$ cat config.mk
export PLATFORM = sky130hd
export DESIGN_NAME = signature_subpacket_parser_core
export DESIGN_NICKNAME = d
export VERILOG_FILES = /design/src/sv/ssp_pkg.sv /design/src/sv/ssp_in_stage.sv /design/src/sv/ssp_parser.sv /design/src/sv/ssp_out_stage.sv /design/src/sv/signature_subpacket_parser_core.sv
export SDC_FILE = /design/constraint.sdc
export NUM_CORES = 1
export LEC_CHECK = 0
export BUFFER_PORTS_ARGS = -buffer_cell sky130_fd_sc_hd__buf_2
export CAP_MARGIN = 0
export CORE_MARGIN = 2
export CORE_UTILIZATION = 63
export DETAILED_ROUTE_END_ITERATION = 16
export HOLD_SLACK_MARGIN = 0.15
export PLACE_DENSITY = 0.84
export SETUP_SLACK_MARGIN = 0.1
export SLEW_MARGIN = 10
export SYNTH_ARGS = -nofsm -noshare
export SYNTH_HDL_FRONTEND = slang
export SYNTH_SLANG_ARGS = --single-unit
export TNS_END_PERCENT = 50
$ cat constraint.sdc
create_clock -name i_clk -period 10.4 [get_ports i_clk]
set_input_delay 0.52 -clock i_clk [delete_from_list [all_inputs] [get_ports i_clk]]
set_output_delay 0.52 -clock i_clk [all_outputs]
set_load 0.005 [all_outputs]
$ cat src/sv/ssp_pkg.sv
// Shared types and constants for the signature subpacket parser.
// No dependencies; imported by every module of the block.
`timescale 1ns / 1ps

package ssp_pkg;

    localparam int unsigned TypeW  = 7;
    localparam int unsigned KindW  = 5;
    localparam int unsigned ValueW = 64;
    localparam int unsigned ErrW   = 2;
    localparam int unsigned PosW   = 5;
    localparam int unsigned LenW   = 16;

    typedef struct packed {
        logic       operation;
        logic [7:0] data_byte;
    } t_in_item;

    typedef struct packed {
        logic [KindW-1:0]  token_kind;
        logic [ValueW-1:0] token_value;
        logic [ErrW-1:0]   error_code;
    } t_out_item;

    typedef enum logic [5:0] {
        PH_INIT   = 6'b000001,
        PH_NAME   = 6'b000010,
        PH_VALUE  = 6'b000100,
        PH_REASON = 6'b001000,
        PH_THASH  = 6'b010000,
        PH_DONE   = 6'b100000
    } t_phase;

    localparam logic OP_BYTE   = 1'b0;
    localparam logic OP_FINISH = 1'b1;

    localparam logic [ErrW-1:0] ERR_NONE  = 2'd0;
    localparam logic [ErrW-1:0] ERR_DONE  = 2'd1;
    localparam logic [ErrW-1:0] ERR_STATE = 2'd2;

    localparam logic [PosW-1:0] REVKEY_LEN = 5'd22;
    localparam logic [PosW-1:0] ISSUER_LEN = 5'd8;
    localparam logic [PosW-1:0] TIME_LEN   = 5'd4;
    localparam logic [PosW-1:0] PAIR_LEN   = 5'd2;

    // subpacket type numbers
    localparam logic [TypeW-1:0] SP_CREATION   = 7'd2;
    localparam logic [TypeW-1:0] SP_SIG_EXP    = 7'd3;
    localparam logic [TypeW-1:0] SP_EXPORTABLE = 7'd4;
    localparam logic [TypeW-1:0] SP_TRUST      = 7'd5;
    localparam logic [TypeW-1:0] SP_REGEX      = 7'd6;
    localparam logic [TypeW-1:0] SP_REVOCABLE  = 7'd7;
    localparam logic [TypeW-1:0] SP_KEY_EXP    = 7'd9;
    localparam logic [TypeW-1:0] SP_PREF_SYM   = 7'd11;
    localparam logic [TypeW-1:0] SP_REVKEY     = 7'd12;
    localparam logic [TypeW-1:0] SP_ISSUER     = 7'd16;
    localparam logic [TypeW-1:0] SP_NOTATION   = 7'd20;
    localparam logic [TypeW-1:0] SP_PREF_HASH  = 7'd21;
    localparam logic [TypeW-1:0] SP_PREF_COMP  = 7'd22;
    localparam logic [TypeW-1:0] SP_KS_PREFS   = 7'd23;
    localparam logic [TypeW-1:0] SP_PREF_KS    = 7'd24;
    localparam logic [TypeW-1:0] SP_PRIMARY    = 7'd25;
    localparam logic [TypeW-1:0] SP_POLICY     = 7'd26;
    localparam logic [TypeW-1:0] SP_KEY_FLAGS  = 7'd27;
    localparam logic [TypeW-1:0] SP_SIGNER_UID = 7'd28;
    localparam logic [TypeW-1:0] SP_REV_REASON = 7'd29;
    localparam logic [TypeW-1:0] SP_FEATURES   = 7'd30;
    localparam logic [TypeW-1:0] SP_TARGET     = 7'd31;
    localparam logic [TypeW-1:0] SP_EMBEDDED   = 7'd32;

    // token kinds
    localparam logic [KindW-1:0] TK_CREATION    = 5'd0;
    localparam logic [KindW-1:0] TK_ISSUER      = 5'd1;
    localparam logic [KindW-1:0] TK_KEY_EXP     = 5'd2;
    localparam logic [KindW-1:0] TK_PREF_SYM    = 5'd3;
    localparam logic [KindW-1:0] TK_PREF_HASH   = 5'd4;
    localparam logic [KindW-1:0] TK_PREF_COMP   = 5'd5;
    localparam logic [KindW-1:0] TK_SIG_EXP     = 5'd6;
    localparam logic [KindW-1:0] TK_EXPORTABLE  = 5'd7;
    localparam logic [KindW-1:0] TK_REVOCABLE   = 5'd8;
    localparam logic [KindW-1:0] TK_TRUST_LVL   = 5'd9;
    localparam logic [KindW-1:0] TK_TRUST_AMT   = 5'd10;
    localparam logic [KindW-1:0] TK_REGEX       = 5'd11;
    localparam logic [KindW-1:0] TK_RK_CLASS    = 5'd12;
    localparam logic [KindW-1:0] TK_RK_ALG      = 5'd13;
    localparam logic [KindW-1:0] TK_RK_FPR      = 5'd14;
    localparam logic [KindW-1:0] TK_NOT_FLAGS   = 5'd15;
    localparam logic [KindW-1:0] TK_NOT_NAME    = 5'd16;
    localparam logic [KindW-1:0] TK_NOT_VALUE   = 5'd17;
    localparam logic [KindW-1:0] TK_KS_PREFS    = 5'd18;
    localparam logic [KindW-1:0] TK_PREF_KS     = 5'd19;
    localparam logic [KindW-1:0] TK_PRIMARY     = 5'd20;
    localparam logic [KindW-1:0] TK_POLICY      = 5'd21;
    localparam logic [KindW-1:0] TK_KEY_FLAG    = 5'd22;
    localparam logic [KindW-1:0] TK_SIGNER_UID  = 5'd23;
    localparam logic [KindW-1:0] TK_REV_CODE    = 5'd24;
    localparam logic [KindW-1:0] TK_REV_REASON  = 5'd25;
    localparam logic [KindW-1:0] TK_FEATURE     = 5'd26;
    localparam logic [KindW-1:0] TK_TGT_PK_ALG  = 5'd27;
    localparam logic [KindW-1:0] TK_TGT_HASH_ALG = 5'd28;
    localparam logic [KindW-1:0] TK_TGT_HASH    = 5'd29;
    localparam logic [KindW-1:0] TK_EMBEDDED    = 5'd30;

endpackage

$ cat src/sv/ssp_in_stage.sv
// Input register stage of the subpacket parser.
// Depends on ssp_pkg for the input item type.
`timescale 1ns / 1ps

module ssp_in_stage import ssp_pkg::*; (
    input  logic     i_clk,
    input  logic     i_rst_n,
    input  logic     i_valid,
    input  t_in_item i_item,
    output logic     o_stall,
    input  logic     i_advance,
    output logic     o_valid,
    output t_in_item o_item
);

    logic     r_valid;
    t_in_item r_item;
    logic     w_load;

    assign w_load  = !r_valid || i_advance;
    assign o_stall = !w_load;
    assign o_valid = r_valid;
    assign o_item  = r_item;

    always_ff @(posedge i_clk) begin
        if (!i_rst_n) begin
            r_valid <= 1'b0;
        end else if (w_load) begin
            r_valid <= i_valid;
        end
    end

    always_ff @(posedge i_clk) begin
        if (w_load && i_valid) begin
            r_item <= i_item;
        end
    end

endmodule

$ cat src/sv/ssp_parser.sv
// Parser state and per-byte next-state / token logic.
// Depends on ssp_pkg for item types, phases, token kinds and type codes.
`timescale 1ns / 1ps

module ssp_parser import ssp_pkg::*; (
    input  logic             i_clk,
    input  logic             i_rst_n,
    input  logic             i_cfg_we,
    input  logic [TypeW-1:0] i_cfg_data,
    input  logic             i_fire,
    input  t_in_item         i_item,
    output logic             o_res_valid,
    output t_out_item        o_res
);

    logic [TypeW-1:0]  r_type;
    t_phase            r_phase, n_phase;
    logic [ValueW-1:0] r_coll, n_coll;
    logic [PosW-1:0]   r_pos, n_pos;
    logic [LenW-1:0]   r_nbl, n_nbl;
    logic [LenW-1:0]   r_vbl, n_vbl;
    logic [ErrW-1:0]   r_err, n_err;

    t_phase            w_ph;
    logic [ValueW-1:0] w_shift;
    logic [PosW-1:0]   w_pos1;
    logic [7:0]        w_b;
    logic [LenW-1:0]   w_dec;

    always_comb begin
        n_phase     = r_phase;
        n_coll      = r_coll;
        n_pos       = r_pos;
        n_nbl       = r_nbl;
        n_vbl       = r_vbl;
        n_err       = r_err;
        w_ph        = r_phase;
        w_b         = i_item.data_byte;
        w_shift     = {r_coll[ValueW-9:0], w_b};
        w_pos1      = r_pos + 5'd1;
        w_dec       = '0;
        o_res_valid = 1'b0;
        o_res.token_kind  = TK_CREATION;
        o_res.token_value = {{(ValueW-8){1'b0}}, w_b};
        o_res.error_code  = ERR_NONE;

        if (r_err != ERR_NONE) begin
            o_res_valid       = 1'b1;
            o_res.token_value = '0;
            o_res.error_code  = r_err;
        end else if (i_item.operation == OP_FINISH) begin
            if (r_phase == PH_DONE) begin
                n_err             = ERR_DONE;
                o_res_valid       = 1'b1;
                o_res.token_value = '0;
                o_res.error_code  = ERR_DONE;
            end else begin
                n_phase = PH_DONE;
            end
        end else begin
            if (w_ph == PH_NAME) begin
                if (r_nbl != '0) begin
                    w_dec = r_nbl - 16'd1;
                    n_nbl = w_dec;
                    if (w_dec == '0) begin
                        n_phase = (r_vbl != '0) ? PH_VALUE : PH_INIT;
                    end
                    o_res_valid      = 1'b1;
                    o_res.token_kind = TK_NOT_NAME;
                end else begin
                    w_ph    = PH_VALUE;
                    n_phase = PH_VALUE;
                end
            end
            if (!o_res_valid && w_ph == PH_VALUE) begin
                if (r_vbl != '0) begin
                    w_dec = r_vbl - 16'd1;
                    n_vbl = w_dec;
                    if (w_dec == '0) begin
                        n_phase = PH_INIT;
                    end
                    o_res_valid      = 1'b1;
                    o_res.token_kind = TK_NOT_VALUE;
                end else begin
                    w_ph    = PH_INIT;
                    n_phase = PH_INIT;
                end
            end
            if (!o_res_valid) begin
                unique case (w_ph)
                    PH_INIT: begin
                        unique case (r_type)
                            SP_CREATION, SP_KEY_EXP, SP_SIG_EXP, SP_ISSUER: begin
                                n_coll = w_shift;
                                n_pos  = w_pos1;
                                if (w_pos1 >= ((r_type == SP_ISSUER) ? ISSUER_LEN : TIME_LEN))
                                begin
                                    n_pos       = '0;
                                    n_coll      = '0;
                                    o_res_valid = 1'b1;
                                    if (r_type == SP_ISSUER) begin
                                        o_res.token_kind  = TK_ISSUER;
                                        o_res.token_value = w_shift;
                                    end else begin
                                        o_res.token_kind  = (r_type == SP_CREATION)
                                            ? TK_CREATION
                                            : ((r_type == SP_KEY_EXP) ? TK_KEY_EXP
                                                                      : TK_SIG_EXP);
                                        o_res.token_value = {32'd0, w_shift[31:0]};
                                    end
                                end
                            end
                            SP_PREF_SYM: begin
                                o_res_valid = 1'b1; o_res.token_kind = TK_PREF_SYM;
                            end
                            SP_PREF_HASH: begin
                                o_res_valid = 1'b1; o_res.token_kind = TK_PREF_HASH;
                            end
                            SP_PREF_COMP: begin
                                o_res_valid = 1'b1; o_res.token_kind = TK_PREF_COMP;
                            end
                            SP_EXPORTABLE: begin
                                o_res_valid = 1'b1; o_res.token_kind = TK_EXPORTABLE;
                            end
                            SP_REVOCABLE: begin
                                o_res_valid = 1'b1; o_res.token_kind = TK_REVOCABLE;
                            end
                            SP_TRUST: begin
                                o_res_valid = 1'b1;
                                if (r_pos == '0) begin
                                    n_pos            = PAIR_LEN - 5'd1;
                                    o_res.token_kind = TK_TRUST_LVL;
                                end else begin
                                    n_pos            = '0;
                                    o_res.token_kind = TK_TRUST_AMT;
                                end
                            end
                            SP_REGEX: begin
                                o_res_valid = 1'b1; o_res.token_kind = TK_REGEX;
                            end
                            SP_REVKEY: begin
                                o_res_valid = 1'b1;
                                n_pos = (r_pos >= REVKEY_LEN - 5'd1) ? '0 : w_pos1;
                                if (r_pos == 5'd0) begin
                                    o_res.token_kind = TK_RK_CLASS;
                                end else if (r_pos == 5'd1) begin
                                    o_res.token_kind = TK_RK_ALG;
                                end else begin
                                    o_res.token_kind = TK_RK_FPR;
                                end
                            end
                            SP_NOTATION: begin
                                n_coll = w_shift;
                                n_pos  = w_pos1;
                                if (r_pos >= ISSUER_LEN - 5'd1) begin
                                    n_nbl  = w_shift[31:16];
                                    n_vbl  = w_shift[15:0];
                                    n_pos  = '0;
                                    n_coll = '0;
                                    if (w_shift[31:16] != '0) begin
                                        n_phase = PH_NAME;
                                    end else if (w_shift[15:0] != '0) begin
                                        n_phase = PH_VALUE;
                                    end else begin
                                        n_phase = PH_INIT;
                                    end
                                end else if (r_pos == TIME_LEN - 5'd1) begin
                                    o_res_valid       = 1'b1;
                                    o_res.token_kind  = TK_NOT_FLAGS;
                                    o_res.token_value = {32'd0, w_shift[31:0]};
                                end
                            end
                            SP_KS_PREFS: begin
                                o_res_valid = 1'b1; o_res.token_kind = TK_KS_PREFS;
                            end
                            SP_PREF_KS: begin
                                o_res_valid = 1'b1; o_res.token_kind = TK_PREF_KS;
                            end
                            SP_PRIMARY: begin
                                o_res_valid = 1'b1; o_res.token_kind = TK_PRIMARY;
                            end
                            SP_POLICY: begin
                                o_res_valid = 1'b1; o_res.token_kind = TK_POLICY;
                            end
                            SP_KEY_FLAGS: begin
                                o_res_valid = 1'b1; o_res.token_kind = TK_KEY_FLAG;
                            end
                            SP_SIGNER_UID: begin
                                o_res_valid = 1'b1; o_res.token_kind = TK_SIGNER_UID;
                            end
                            SP_REV_REASON: begin
                                o_res_valid      = 1'b1;
                                o_res.token_kind = TK_REV_CODE;
                                n_phase          = PH_REASON;
                            end
                            SP_FEATURES: begin
                                o_res_valid = 1'b1; o_res.token_kind = TK_FEATURE;
                            end
                            SP_TARGET: begin
                                o_res_valid = 1'b1;
                                if (r_pos == '0) begin
                                    n_pos            = PAIR_LEN - 5'd1;
                                    o_res.token_kind = TK_TGT_PK_ALG;
                                end else begin
                                    n_pos            = '0;
                                    n_phase          = PH_THASH;
                                    o_res.token_kind = TK_TGT_HASH_ALG;
                                end
                            end
                            SP_EMBEDDED: begin
                                o_res_valid = 1'b1; o_res.token_kind = TK_EMBEDDED;
                            end
                            default: begin
                            end
                        endcase
                    end
                    PH_REASON: begin
                        o_res_valid      = 1'b1;
                        o_res.token_kind = TK_REV_REASON;
                    end
                    PH_THASH: begin
                        o_res_valid      = 1'b1;
                        o_res.token_kind = TK_TGT_HASH;
                    end
                    default: begin
                        n_err             = ERR_STATE;
                        o_res_valid       = 1'b1;
                        o_res.token_value = '0;
                        o_res.error_code  = ERR_STATE;
                    end
                endcase
            end
        end
    end

    always_ff @(posedge i_clk) begin
        if (!i_rst_n) begin
            r_type  <= '0;
            r_phase <= PH_INIT;
            r_coll  <= '0;
            r_pos   <= '0;
            r_nbl   <= '0;
            r_vbl   <= '0;
            r_err   <= ERR_NONE;
        end else begin
            if (i_cfg_we) begin
                r_type <= i_cfg_data;
            end
            if (i_fire) begin
                r_phase <= n_phase;
                r_coll  <= n_coll;
                r_pos   <= n_pos;
                r_nbl   <= n_nbl;
                r_vbl   <= n_vbl;
                r_err   <= n_err;
            end
        end
    end

endmodule

$ cat src/sv/ssp_out_stage.sv
// Result register stage of the subpacket parser.
// Depends on ssp_pkg for the result item type.
`timescale 1ns / 1ps

module ssp_out_stage import ssp_pkg::*; (
    input  logic      i_clk,
    input  logic      i_rst_n,
    input  logic      i_load,
    input  t_out_item i_res,
    output logic      o_ready,
    output logic      o_valid,
    output t_out_item o_data,
    input  logic      i_stall
);

    logic      r_valid;
    t_out_item r_data;

    assign o_ready = !r_valid || !i_stall;
    assign o_valid = r_valid;
    assign o_data  = r_data;

    always_ff @(posedge i_clk) begin
        if (!i_rst_n) begin
            r_valid <= 1'b0;
        end else if (o_ready) begin
            r_valid <= i_load;
        end
    end

    always_ff @(posedge i_clk) begin
        if (o_ready && i_load) begin
            r_data <= i_res;
        end
    end

endmodule

$ cat src/sv/signature_subpacket_parser_core.sv
// Signature subpacket body parser: one body byte or finish per transaction.
// A result passes through the input register, then the result register, once its
// input transaction is accepted; transactions with no token show nothing.
// Throughput: one transaction per cycle; a stalled result holds the input stage.
// Reset (synchronous, active low) clears both stage valids, parser state and
// the subpacket type register. Uses ssp_pkg, ssp_in_stage, ssp_parser, ssp_out_stage.
`timescale 1ns / 1ps

module signature_subpacket_parser_core import ssp_pkg::*; (
    input  logic             i_clk,
    input  logic             i_rst_n,
    input  logic             i_valid,
    input  t_in_item         i_data,
    output logic             o_stall,
    output logic             o_valid,
    output t_out_item        o_data,
    input  logic             i_stall,
    input  logic             i_cfg_valid,
    input  logic [TypeW-1:0] i_cfg_data,
    output logic             o_cfg_ready
);

    logic      w_out_ready;
    logic      w_item_valid;
    t_in_item  w_item;
    logic      w_fire;
    logic      w_res_valid;
    t_out_item w_res;

    assign o_cfg_ready = 1'b1;
    assign w_fire      = w_item_valid && w_out_ready;

    ssp_in_stage u_in (
        .i_clk     (i_clk),
        .i_rst_n   (i_rst_n),
        .i_valid   (i_valid),
        .i_item    (i_data),
        .o_stall   (o_stall),
        .i_advance (w_out_ready),
        .o_valid   (w_item_valid),
        .o_item    (w_item)
    );

    ssp_parser u_parser (
        .i_clk       (i_clk),
        .i_rst_n     (i_rst_n),
        .i_cfg_we    (i_cfg_valid && o_cfg_ready),
        .i_cfg_data  (i_cfg_data),
        .i_fire      (w_fire),
        .i_item      (w_item),
        .o_res_valid (w_res_valid),
        .o_res       (w_res)
    );

    ssp_out_stage u_out (
        .i_clk   (i_clk),
        .i_rst_n (i_rst_n),
        .i_load  (w_fire && w_res_valid),
        .i_res   (w_res),
        .o_ready (w_out_ready),
        .o_valid (o_valid),
        .o_data  (o_data),
        .i_stall (i_stall)
    );

endmodule

Yosys cells after proc, flatten, opt, wreduce, memory -nomap -nowiden --
Cells that the tools add are included.
Cells by class: eq/ne operators 35, reduce and logical (&&, ||, !) cells 33, multiplexer cells 91, bitwise gates (word level) 3, order comparisons 3, $add $sub $neg 3
Operator list (number):
- $mux W69 | 4
- $pmux W64 S2 | 2
- $mux W16 | 12
- $mux W6 | 21
- $mux W56 | 2
- $pmux W56 S2 | 1
- $pmux W5 S20 | 1
- $eq A7 B5 Y1 const B | 13
- $mux W71 | 1
- $mux W66 | 1
- $reduce_bool A16 Y1 | 4
- $mux W5 | 11
- $logic_not A16 Y1 | 2
- $sub A16 B1 Y16 const B | 2
- $eq A7 B3 Y1 const B | 4
- $eq A7 B4 Y1 const B | 3
- $pmux W5 S4 | 1
- $pmux W6 S3 | 1
- $reduce_or A18 Y1 | 1
- $mux W1 | 17
- $mux W2 | 8
- $pmux W5 S3 | 1
- $eq A7 B2 Y1 const B | 2
- $mux W3 | 4
- other kinds (31) | 49
Storage, ports and cells: output and inout bits 74, flip-flop bits (word level) 190, logic and storage cells 182

Depth between registers and ports, before layout --
depth in word-level cells 17, mapped depth 12, mapped depth without buffers 10

Cells and area by module --
From an unflattened synthesis, not the netlist that was laid out.
Unflattened totals: cells, all modules 1026, area total of the unflattened synthesis 9500.4 µm²
By module, submodules not included:
- ssp_parser | seq. area each 2162.1 µm², cells an instance 933, area an instance 6985.4 µm², instances 1
- ssp_out_stage | seq. area each 2152.1 µm², cells an instance 76, area an instance 2173.3 µm², instances 1
- ssp_in_stage | seq. area each 290.3 µm², cells an instance 13, area an instance 317.8 µm², instances 1
- signature_subpacket_parser_core | seq. area each 0.0 µm², cells an instance 4, area an instance 23.8 µm², instances 1

Worst setup path before layout --
OpenSTA, ideal clock, no wires.
kind register to register, start reg u_parser.r_type[4], end reg u_out.r_data, in the netlist u_out.o_data[0] (enable), period minus slack after synthesis 5480 ps, path slack 4920 ps, library setup time 501 ps, arrival 4979 ps, cell stages (with the launch flop) 10, path through dfxtp_1 buf_1 nor3b_1 nand3_1 ha_1 a21bo_2 a221oi_1 nor2_1 a2111oi_0 nor2_1
On the way: word-level cells in the longest chain between the ends 11, elaborated cells on any way between the ends 35, those cells by class order compare: 1; eq/ne: 23; mux: 7; reduce/logical: 4
RTL lines:
- start, declared | RTL line ssp_parser.sv:16 | logic [TypeW-1:0] r_type;
- start signal, assigned | RTL line ssp_parser.sv:247 | r_type <= i_cfg_data;
- $eq A7 B5 Y1 | RTL line ssp_parser.sv:92, ssp_parser.sv:96
- $mux W4 | RTL line ssp_parser.sv:96 | if (w_pos1 >= ((r_type == SP_ISSUER) ? ISSUER_LEN : TIME_LEN))
- $ge A5 B5 Y1 | RTL line ssp_parser.sv:96
- $mux W1 | RTL line ssp_parser.sv:96
- $pmux W1 S3 * | RTL line ssp_parser.sv:92 | unique case (r_type)
- $mux W1 * | RTL line ssp_parser.sv:90 | unique case (w_ph)
- $mux W1 * | RTL line ssp_parser.sv:89 | if (!o_res_valid) begin
- $mux W1 * | RTL line ssp_parser.sv:51 | end else if (i_item.operation == OP_FINISH) begin
- $mux W1 * | RTL line ssp_parser.sv:47 | if (r_err != ERR_NONE) begin
- $logic_and A1 B1 Y1 * | RTL line signature_subpacket_parser_core.sv:58 | .i_load (w_fire && w_res_valid),
- $logic_and A1 B1 Y1 * | RTL line ssp_out_stage.sv:32 | if (o_ready && i_load) begin
- end signal, assigned | RTL line ssp_out_stage.sv:33 | r_data <= i_res;
- end, declared | RTL line ssp_out_stage.sv:17 | t_out_item r_data;
Mark *: on every way between the ends. The rest lies on a longest branch, timed or not. A chain may end at the register's enable or synchronous reset.

Final worst setup path --
start reg u_parser.r_type[1], end reg u_out.r_data, in the netlist u_out.o_data[29] (enable)
Same word-level chain as after synthesis.

==> run summary <==
The final cell count without fillers came out at 1,241. After synthesis the netlist holds a flip-flop and latch count of 190. The worst hold path belongs to the class in2reg. At the pin with the least slew margin, the transition time is 1090 ps. Routability-driven placement finished with a final weighted congestion of 0.945. For the worst-skew pair, the clock arrives at the later sink with an insertion delay of 440 ps. After the first detailed-routing iteration, the DRC count stood at 870.

The die covers 15,500 um2. The post-synthesis cell type with the largest combined area is edfxtp_1. Top-level port count: 95. The power density relative to cell area is 150 nW/um2, and the setup slack after placement is 5760 ps. The share of the synthesized area in the top cell type was 26.2%; the initial antenna violation count was 0.

The count of buffers added on input and output ports is 93. For the signal arrival time at the worst endpoint, the log shows 4800 ps. The run gives 0 as the final max-slew violation count. The H-tree generated during clock tree synthesis spans 4 levels.

The async set-reset flop share out of synthesis came out at 0%. Critical path class: reg2reg. The via count normalized by instance count is 6.48, and the buffers inserted during post-CTS setup optimization is 0.

The first global-routing pass estimated 38,300 um of wire. IR analysis of the VDD net gives a maximum drop of 0.0933 mV. The number of rows created at floorplan came out at 44. Headroom to the max-slew limit came out at 27.6%.

Predominant post-synthesis flop cell: dfxtp_1. Measured on the finished design, the core utilization comes to 71.3%. The library cell used most frequently in the layout, excluding fill and tap cells, is nand2_1.

The via count of the first global-routing pass was 7,595. The area growth from synthesis to layout is 11.8%. In the layout the commonest cells are 112 x nand2_1, 110 x dfxtp_1, 95 x a21oi_1.

The global-route congestion overflow total was 0; the post-synthesis instance area was 9170 um2. The leakage dissipation is 0.00378 uW, and the area used by multi-input combinational logic is 4230 um2. The number of vias in the routed layout is 8,043.

The setup clock skew after layout was 8.11 ps; the TritonCTS sink count was 190. The worst setup slack after layout was 5690 ps; the horizontal extent of the die was 125 um. The number of standard cells after synthesis is 991, and the synthesized area per cell is 9.25 um2. The largest fanout of any net on the critical path is 62, and the final total negative setup slack is 0 ps. Setup violations remaining at the end of the flow were counted as 0.

The total DRC errors in the routed layout is 0. The final HPWL from detailed placement came out at 15,800 um. The tools report the critical path endpoint category as a flip-flop. Hold repair after CTS inserted 0 buffers. Clock tree synthesis selected as its root buffer the cell clkbuf_16. The net count of the finished layout came out at 1,076. The flow ran to the end, and the final reports show no timing, DRC or antenna violations. The logs give 87 for the count of cell types in the netlist and 0 for the total of warnings raised by yosys. The logs give 212 MHz for the maximum frequency from static timing analysis and 0 for the post-CTS resize count. By area the synthesized netlist is led by edfxtp_1 26%, dfxtp_1 24%, a21oi_1 5.2%. The number of maximum-capacitance violations came out at 0.

Synthesis produced a netlist with a net count of 1,023. The clock passes through at most 2 buffers. The run gives 5 as the number of iterations in the first detailed-routing pass.

The worst setup path is launched from a flip-flop. The area taken by flip-flops and latches is 4600 um2. The shortest clock period the worst path allows after layout works out to 4710 ps. Setup repair after global routing left no endpoint under its margin. From bottom edge to top edge, the die measures 125 um. After floorplanning, the core was sized to cover 14,400 um2. After clock tree synthesis, the clock-pin slew on the worst setup and hold paths is 70 ps. The number of flops mapped to enable cells by yosys works out to 80.

The tools report the antenna diode instance count as 0. In the final routed layout, each cell accounts on average for 19.1 um. STA puts the critical path data required time at 10,490 ps. The run gives 30.6% as the global routing usage summed across all routing layers. The total wire length was 23,700 um. TritonCTS built the clock tree. The part of the Yosys area used for sequential elements is 50.2%, and the fraction of the cycle the final worst path needs is 45.3%.

The initial utilization of the core area, before any placement, comes to 63.8%. The tools report the number of placed instances, taps included as 1,209. The count of fill cells added during filler insertion came out at 1,099.

In the final layout, the share of cells above drive strength 1 is 14.9%. The count of nets left with antenna violations once routing finished came out at 0. Entering global routing, the biggest net connects 82 pins.

For the hold violation total from the final report, the log shows 0. The total CTS buffers came out at 17.
final timing paths:
| check | cells after the start | endpoint | startpoint | slack [ps] |
|---|---|---|---|---|
| worst max-delay path | 9 | u_out.o_data[29] | u_parser.r_type[1] | 5690 |
| worst min-delay path | 1 | u_in.o_item[8] | i_data[8] | 250 |
| worst max register to register | 9 | u_out.o_data[29] | u_parser.r_type[1] | 5690 |
| worst min register to register | 2 | u_parser.r_coll[51] | u_parser.r_coll[51] | 470 |
logic make-up (layout without fill, tap and decap cells):
group	Yosys count	in the layout	synth area share [%]
buffers and inverters	83	149	3.86
adder cells (fa/ha/maj)	11	11	1.50
AO/OA/AOI/OAI	226	226	16.3
flip-flops	190	190	50.2
XOR/XNOR	18	18	1.72
AND/OR/NAND/NOR	449	449	24.9
other	1	1	0.0409
multiplexers	13	13	1.43
Yosys cell counts, drive strengths merged (4+ instances only):
cell type and n:
a2111oi 6, a211oi 6, a21oi 97, a22oi 6, a2bb2oi 5, a31oi 18
and2 69, and3 6, buf 15, clkbuf 53, dfxtp 110, edfxtp 80
ha 11, inv 14, mux2i 12, nand2 113, nand2b 7, nand3 84
nand3b 5, nand4 14, nor2 69, nor3 22, nor3b 4, nor4 24
o211ai 4, o21ai 22, o221a 5, o221ai 5, o22ai 8, o31ai 5
o32ai 6, or3 10, or4 5, xnor2 5, xor2 13
cell type report:
| cell class | instances | share of cell area (%) |
|---|---|---|
| Sequential cell | 190 | 44.9 |
| Multi-Input combinational cell | 718 | 41.3 |
| Timing Repair Buffer | 102 | 5.20 |
| Clock buffer | 18 | 4.29 |
| Tap cell | 184 | 2.25 |
| Clock inverter | 14 | 1.49 |
| Inverter | 15 | 0.550 |
where the power goes:
group,switching (uW),leakage [uW],internal (uW)
sequential,12.6,0.00167,788
combinational,57.1,0.00183,28.3
clock,303,0.000291,346
per-stage QoR:
step | total power [uW] | instance area, um2 | hold WS (ps)
global placement | 901 | 9650 | 434
CTS | 1540 | 10200 | 245
detailed placement | 901 | 9650 | 451
finish | 1540 | 10200 | 250
floorplan | 873 | 9170 | 427
global route | 1580 | 10200 | 246
sequential cells by signal (all words and copies together), names as in the netlist:
name / flops
u_out.o_data: 71
u_parser.r_err: 2
u_parser.r_coll: 56
u_parser.r_phase: 6
u_in.o_item: 9
u_in.o_valid: 1
u_parser.r_pos: 5
u_parser.r_type: 7
u_parser.r_vbl: 16
u_out.o_valid: 1
u_parser.r_nbl: 16
critical path, cell delays in order, from the launching register on:
cell and delay [ps]:
dfxtp_1 560, nor2_1 530, nand3_1 270, ha_1 340, a21bo_2 190, a221oi_1 710
nor2_1 150, a2111oi_0 900, nor2_4 200, buf_4 430
per-layer routing:
| layer | track usage, % | routed length (um) | up-vias |
|---|---|---|---|
| met5 | 0 | 0 | - |
| met4 | 11.1 | 503 | 0 |
| met3 | 6.83 | 1940 | 49 |
| met2 | 49.9 | 11500 | 413 |
| met1 | 40.3 | 9830 | 3826 |
| li1 | - | - | 3755 |
(Power assumes the default switching activity.)
